## src/rtl/core/rmpc_pkg.sv

```systemverilog
package rmpc_pkg;

  localparam logic [1:0] CMD_CHECK = 2'd0;
  localparam logic [1:0] CMD_SAVE  = 2'd1;
  localparam logic [1:0] CMD_TAKE  = 2'd2;
  localparam logic [1:0] CMD_NONE  = 2'd3;

  localparam logic [15:0] TIMEOUT_RESET = 16'd30;
  localparam int          SLOT_W        = 5;

  typedef struct packed {
    logic        valid;
    logic [31:0] msg;
    logic [15:0] src;
    logic [31:0] stamp;
  } entry_t;

endpackage

```

## src/rtl/core/message_return_path_cache_core.sv

```systemverilog
// Result: the result strobe done follows a scan of the entry memory that ends at a hit, at a free
// entry for a save, or at the last entry, then a write-back state; an unused command raises done
// in the cycle after acceptance.
// Order: the entry memory is read one entry per cycle; a new command is taken only once the
// write-back state is over (busy low). The receiver cannot stall.
// Reset: synchronous; a clearing pass empties the memory, busy stays high.
module message_return_path_cache_core
  import rmpc_pkg::*;
#(
  parameter int ENTRIES = 32
) (
  input  logic              clk,
  input  logic              rst,
  input  logic              start,
  output logic              busy,
  input  logic [1:0]        command,
  input  logic [31:0]       msg_id,
  input  logic [15:0]       source_id,
  input  logic [31:0]       current_time,
  input  logic              timeout_we,
  input  logic [15:0]       timeout_seconds,
  output logic              done,
  output logic              found,
  output logic [15:0]       return_source,
  output logic [SLOT_W-1:0] slot_written
);

  localparam int            AW   = $clog2(ENTRIES);
  localparam logic [AW-1:0] LAST = AW'(ENTRIES - 1);

  typedef enum logic [1:0] {S_CLR, S_IDLE, S_SCAN, S_WRB} state_t;

  state_t        state;
  logic [AW-1:0] idx;
  logic          issued_all;
  logic          cmp_vld;
  logic [AW-1:0] cmp_idx;
  logic [1:0]    cmd_q;
  logic [31:0]   id_q;
  logic [15:0]   src_q;
  logic [31:0]   now_q;
  logic [15:0]   timeout_limit;
  logic [31:0]   old_stamp;
  logic [AW-1:0] old_idx;
  logic          wr_en;
  logic [AW-1:0] wr_addr;
  entry_t        wr_data;

  logic                      mem_we;
  logic [AW-1:0]             mem_waddr;
  logic [$bits(entry_t)-1:0] mem_wdata;
  logic [$bits(entry_t)-1:0] mem_rdata;
  entry_t                    rd_ent;
  entry_t                    save_ent;
  entry_t                    take_ent;
  entry_t                    clr_ent;
  logic [31:0]               age;
  logic                      hit;
  logic                      free;
  logic                      older;
  logic                      is_last;

  rmpc_mem #(
    .DEPTH(ENTRIES),
    .WIDTH($bits(entry_t))
  ) u_mem (
    .clk   (clk),
    .we    (mem_we),
    .waddr (mem_waddr),
    .wdata (mem_wdata),
    .raddr (idx),
    .rdata (mem_rdata)
  );

  always_comb begin
    rd_ent         = entry_t'(mem_rdata);
    save_ent.valid = 1'b1;
    save_ent.msg   = id_q;
    save_ent.src   = src_q;
    save_ent.stamp = now_q;
    take_ent       = rd_ent;
    take_ent.valid = 1'b0;
    clr_ent        = '0;
    age            = now_q - rd_ent.stamp;
    hit            = rd_ent.valid && (rd_ent.msg == id_q);
    free           = !rd_ent.valid || (age > {16'b0, timeout_limit});
    older          = (cmp_idx == '0) || (rd_ent.stamp < old_stamp);
    is_last        = (cmp_idx == LAST);
    mem_we         = (state == S_CLR) || ((state == S_WRB) && wr_en);
    mem_waddr      = (state == S_CLR) ? idx : wr_addr;
    mem_wdata      = (state == S_CLR) ? clr_ent : wr_data;
    busy           = (state != S_IDLE);
  end

  always_ff @(posedge clk) begin
    if (rst) begin
      state         <= S_CLR;
      idx           <= '0;
      issued_all    <= 1'b0;
      cmp_vld       <= 1'b0;
      wr_en         <= 1'b0;
      done          <= 1'b0;
      timeout_limit <= TIMEOUT_RESET;
    end else begin
      if (timeout_we) begin
        timeout_limit <= timeout_seconds;
      end
      unique case (state)
        S_CLR: begin
          if (idx == LAST) begin
            idx   <= '0;
            state <= S_IDLE;
          end else begin
            idx <= idx + 1'b1;
          end
        end
        S_IDLE: begin
          if (start) begin
            cmd_q      <= command;
            id_q       <= msg_id;
            src_q      <= source_id;
            now_q      <= current_time;
            idx        <= '0;
            issued_all <= 1'b0;
            cmp_vld    <= 1'b0;
            wr_en      <= 1'b0;
            if (command == CMD_NONE) begin
              done          <= 1'b1;
              found         <= 1'b0;
              return_source <= '0;
              slot_written  <= '0;
              state         <= S_WRB;
            end else begin
              state <= S_SCAN;
            end
          end
        end
        S_SCAN: begin
          // advance the read pointer, one entry per cycle
          cmp_vld <= !issued_all;
          cmp_idx <= idx;
          if (!issued_all) begin
            idx <= idx + 1'b1;
            if (idx == LAST) begin
              issued_all <= 1'b1;
            end
          end
          if (cmp_vld) begin
            if (cmd_q == CMD_SAVE) begin
              if (free || is_last) begin
                done          <= 1'b1;
                found         <= 1'b0;
                return_source <= '0;
                wr_en         <= 1'b1;
                wr_data       <= save_ent;
                state         <= S_WRB;
                if (free || older) begin
                  wr_addr      <= cmp_idx;
                  slot_written <= SLOT_W'(cmp_idx);
                end else begin
                  wr_addr      <= old_idx;
                  slot_written <= SLOT_W'(old_idx);
                end
              end else if (older) begin
                old_stamp <= rd_ent.stamp;
                old_idx   <= cmp_idx;
              end
            end else if (hit) begin
              done          <= 1'b1;
              found         <= 1'b1;
              slot_written  <= '0;
              state         <= S_WRB;
              if (cmd_q == CMD_TAKE) begin
                return_source <= rd_ent.src;
                wr_en         <= 1'b1;
                wr_addr       <= cmp_idx;
                wr_data       <= take_ent;
              end else begin
                return_source <= '0;
              end
            end else if (is_last) begin
              done          <= 1'b1;
              found         <= 1'b0;
              return_source <= '0;
              slot_written  <= '0;
              state         <= S_WRB;
            end
          end
        end
        S_WRB: begin
          done  <= 1'b0;
          wr_en <= 1'b0;
          state <= S_IDLE;
        end
        default: begin
          state <= S_IDLE;
        end
      endcase
    end
  end

endmodule

```

## src/rtl/core/rmpc_mem.sv

```systemverilog
module rmpc_mem #(
  parameter int DEPTH = 32,
  parameter int WIDTH = 81
) (
  input  logic                     clk,
  input  logic                     we,
  input  logic [$clog2(DEPTH)-1:0] waddr,
  input  logic [WIDTH-1:0]         wdata,
  input  logic [$clog2(DEPTH)-1:0] raddr,
  output logic [WIDTH-1:0]         rdata
);

  logic [WIDTH-1:0] mem [DEPTH];

  always_ff @(posedge clk) begin
    if (we) begin
      mem[waddr] <= wdata;
    end
    rdata <= mem[raddr];
  end

endmodule

```

## config.mk

```make
export PLATFORM = sky130hd
export DESIGN_NAME = message_return_path_cache_core
export DESIGN_NICKNAME = d
export VERILOG_FILES = /design/src/rtl/core/rmpc_pkg.sv /design/src/rtl/core/message_return_path_cache_core.sv /design/src/rtl/core/rmpc_mem.sv
export SDC_FILE = /design/constraint.sdc
export NUM_CORES = 2
export LEC_CHECK = 0
export ABC_AREA = 1
export BUFFER_PORTS_ARGS = -buffer_cell sky130_fd_sc_hd__buf_2
export CAP_MARGIN = 20
export CELL_PAD_IN_SITES_DETAIL_PLACEMENT = 0
export CELL_PAD_IN_SITES_GLOBAL_PLACEMENT = 1
export CORE_UTILIZATION = 30
export CTS_BUF_LIST = sky130_fd_sc_hd__clkbuf_16
export CTS_CLUSTER_DIAMETER = 80
export CTS_CLUSTER_SIZE = 8
export DETAILED_ROUTE_END_ITERATION = 10
export PLACE_DENSITY_LB_ADDON = 0.25
export SLEW_MARGIN = 20
export SYNTH_ARGS = -nofsm -noshare
export SYNTH_HDL_FRONTEND = slang
export SYNTH_SLANG_ARGS = --single-unit
```

## constraint.sdc

```tcl
create_clock -name clk -period 19 [get_ports clk]
set_clock_uncertainty 0.1 [all_clocks]
set_input_delay 3.8 -clock clk [delete_from_list [all_inputs] [get_ports clk]]
set_output_delay 3.8 -clock clk [all_outputs]
set_load 0.05 [all_outputs]
```

==> impl_metrics.tcl <==
set metrics [dict create \
    outcome "finished, final reports clean" \
    fin_crit_sh 0.321 \
    dominantRegCellSynth "edfxtp_1" \
    power.leakage_nw 46.9 \
    timing.fmax_ghz 0.164 \
    min_path_type "reg2reg" \
    core_um2 386000 \
    synth_area_um2 116000 \
    synth_compound_area_frac 0.121 \
    cts_resized 0 \
    postCtsHoldBufs 0 \
    seqPwrFrac 0.424 \
    wl_per_cell_um 26.1 \
    cp_max_fo 4 \
    start_util 0.302 \
    clk_pin_slew_ns 0.05 \
    nFillCells 37500 \
    crit_path_top_delay_cell "dfxtp_1" \
    synth_cell_types 50 \
    synth-seq-cells 2932 \
    numPortBuffers 125 \
    dr.pass1.iters 5 \
    ir_drop_mv 0.0933 \
    track_usage 0.193 \
    yosysWarnings 0 \
    switching_share 0.340 \
    dp_hpwl_um 192000 \
    grt_first_pass_wirelength_um 548000 \
    first_global_vias 73900 \
    timing.hold.ws_ns 0.363 \
    crit_path_cell_trace "inv_1 -> ha_1 -> inv_1 -> buf_2" \
    die_w_um 625 \
    clk_latency_ns 0.96 \
    power.internal_w 0.0137 \
    htree_levels 5 \
    max_stage_delay_ns 0.38 \
    yosysSeqAreaShare 0.747 \
    p_comb_frac 0.257 \
    cap_viol_max_count 0 \
    powerDensity_nw_per_um2 153 \
    synth-adder-area-share 0.00952 \
    tritoncts "built" \
    antenna_found_initial 11 \
    synth_nets 9405 \
    grt_start_max_net_pins 183 \
    wl_um 388000 \
    finalMaxSlewViolations 0 \
    cp.arrival_ns 2.19 \
    synth_edf_count 2824 \
    final_core_util 0.351 \
    vias_per_cell 5.12 \
    drt-initial-drc-count 7833 \
    synth_top_family_by_area "compound AO/OA/AOI/OAI gates" \
    slew_headroom 0.219 \
    drc_errors 0 \
    setup-tns-final_ns 0 \
    rows 228 \
    synth_xor_area_frac 0.00226 \
    setup_viol 0 \
    gp_congestion 0.782 \
    io_pins 126 \
    fp.dieH_um 625 \
    critPathMostFrequentCell "inv_1" \
    finalHoldViolations 0 \
    worstSetupPathType "reg2out" \
    required_ns 15.10 \
    via_count 76100 \
    synth_mux_area_frac 0 \
    final_antenna_net_count 0 \
    cts.sinks 2932 \
    setup.worst_path.start_class "register" \
    numCtsBuffers 408 \
    rsz0062_at_grt "false" \
    die_area_um2 391000 \
    synth_cells 9215 \
    p_sw_w 0.00706 \
    endpoint_kind "output port" \
    clockRootBuffer "clkbuf_16" \
    post_cts_buffers 0 \
    postSynthAreaPerCell_um2 12.6 \
    area_growth_pct 16.2 \
    layout-drive-gt1-share 0.0922 \
    worstMarginPinSlew_ns 1.17 \
    clkPwrFrac 0.319 \
    clock_path_buffers 4 \
    synthSimpleGateAreaFrac 0.0887 \
    layout_min_cycle_time_ns 6.09 \
    fin_nets 9571 \
    async_reset_ff_frac 0 \
    gr-total-overflow 0 \
    p_total_w 0.0208 \
]
==> per-layer routing <==
| metal | vias up | part of all wire | global-route usage |
|---|---|---|---|
| li1 | 34000 | - | - |
| met1 | 38900 | 0.45 | 0.270 |
| met2 | 2642 | 0.47 | 0.315 |
| met3 | 510 | 0.059 | 0.0255 |
| met4 | 0 | 0.023 | 0.0506 |
| met5 | - | 0 | 0 |
==> power by group through the flow <==
stage          Combinational [W]  Clock [W]  Sequential, W
2_1_floorplan            0.00326          0        0.00887
3_3_place_gp             0.00533          0        0.00890
3_5_place_dp             0.00537          0        0.00892
4_1_cts                  0.00538    0.00675        0.00881
5_1_grt                  0.00588    0.00700        0.00888
6_report                 0.00533    0.00662        0.00880
==> worst max-delay path, delay by kind of cell (launching register included) <==
kind / cells / cell delay [ns]
buffers and inverters: 3 / 0.62
DFF: 1 / 0.38
adders and majority gates: 1 / 0.25
==> path summary, 6_finish.rpt <==
kind / startpoint / to / slack [ns] / cells past startpoint
setup reg to reg: idx[0] / u_mem.rdata[78] / 13.45 / 11
setup / recovery: state[1] / busy / 12.91 / 4
hold / removal: wr_en / wr_en / 0.36 / 2
hold reg to reg: wr_en / wr_en / 0.36 / 2
==> registers in the layout, summed over array words and instances, names as in the netlist, 16 cells and up <==
signal,flops
now_q,32
return_source,16
old_stamp,32
id_q,32
timeout_limit,16
u_mem.mem,2592
wr_data,81
src_q,16
u_mem.rdata,81
==> logic make-up (layout without fill, tap and decap cells) <==
logic type                 after synthesis  in the layout
buffers and inverters                  972           1427
DFF                                   2932           2932
and+or+nand+nor                       2669           2669
xor gates and xnor gates                30             30
other                                    0             10
adders and majority gates               88             88
AOI/OAI and AO/OA                     2524           2524
==> placed cells by master, fill, tap and decap left out, drive strengths merged, types with 28 or more instances in the layout <==
master and instances:
edfxtp 2824, nor2 1716, o21ai 1586, nand2 805, inv 649, o22ai 609, clkbuf 413, buf 347
a21oi 137, dfxtp 108, ha 87, nand3 81, o221ai 80, a31oi 28
==> layout make-up <==
class,instances,area (um2),share of cell area
diodes,10,25.0,0.000185
clock inverters,286,1350,0.00999
multi-input cells,5311,26200,0.193
inverters,381,1470,0.0108
clock buffers,413,10300,0.0764
well taps,5175,6470,0.0478
flip-flops and latches,2932,87000,0.643
repair buffers,347,2520,0.0186
==> through the flow <==
step / instance area [um2] / cells / setup slack, ns
4_1_cts: 135000 / 14800 / 12.85
5_1_grt: 135000 / 14900 / 12.79
3_5_place_dp: 124000 / 14100 / 12.37
3_3_place_gp: 124000 / 14100 / 12.37
6_report: 135000 / 14900 / 12.91
2_1_floorplan: 116000 / 9215 / 9.60
==> Yosys cell counts (all sizes together) (80+ instances only) <==
library cell     n  area (um2)
a21oi          137         686
buf            105         473
clkbuf         486        1820
dfxtp          108        2160
edfxtp        2824       84800
ha              87        1090
inv            380        1430
nand2          805        3060
nand3           81         410
nor2          1716        6450
o21ai         1586        7960
o221ai          80         701
o22ai          609        3810
Note: power is estimated with default switching activity, not from simulation.
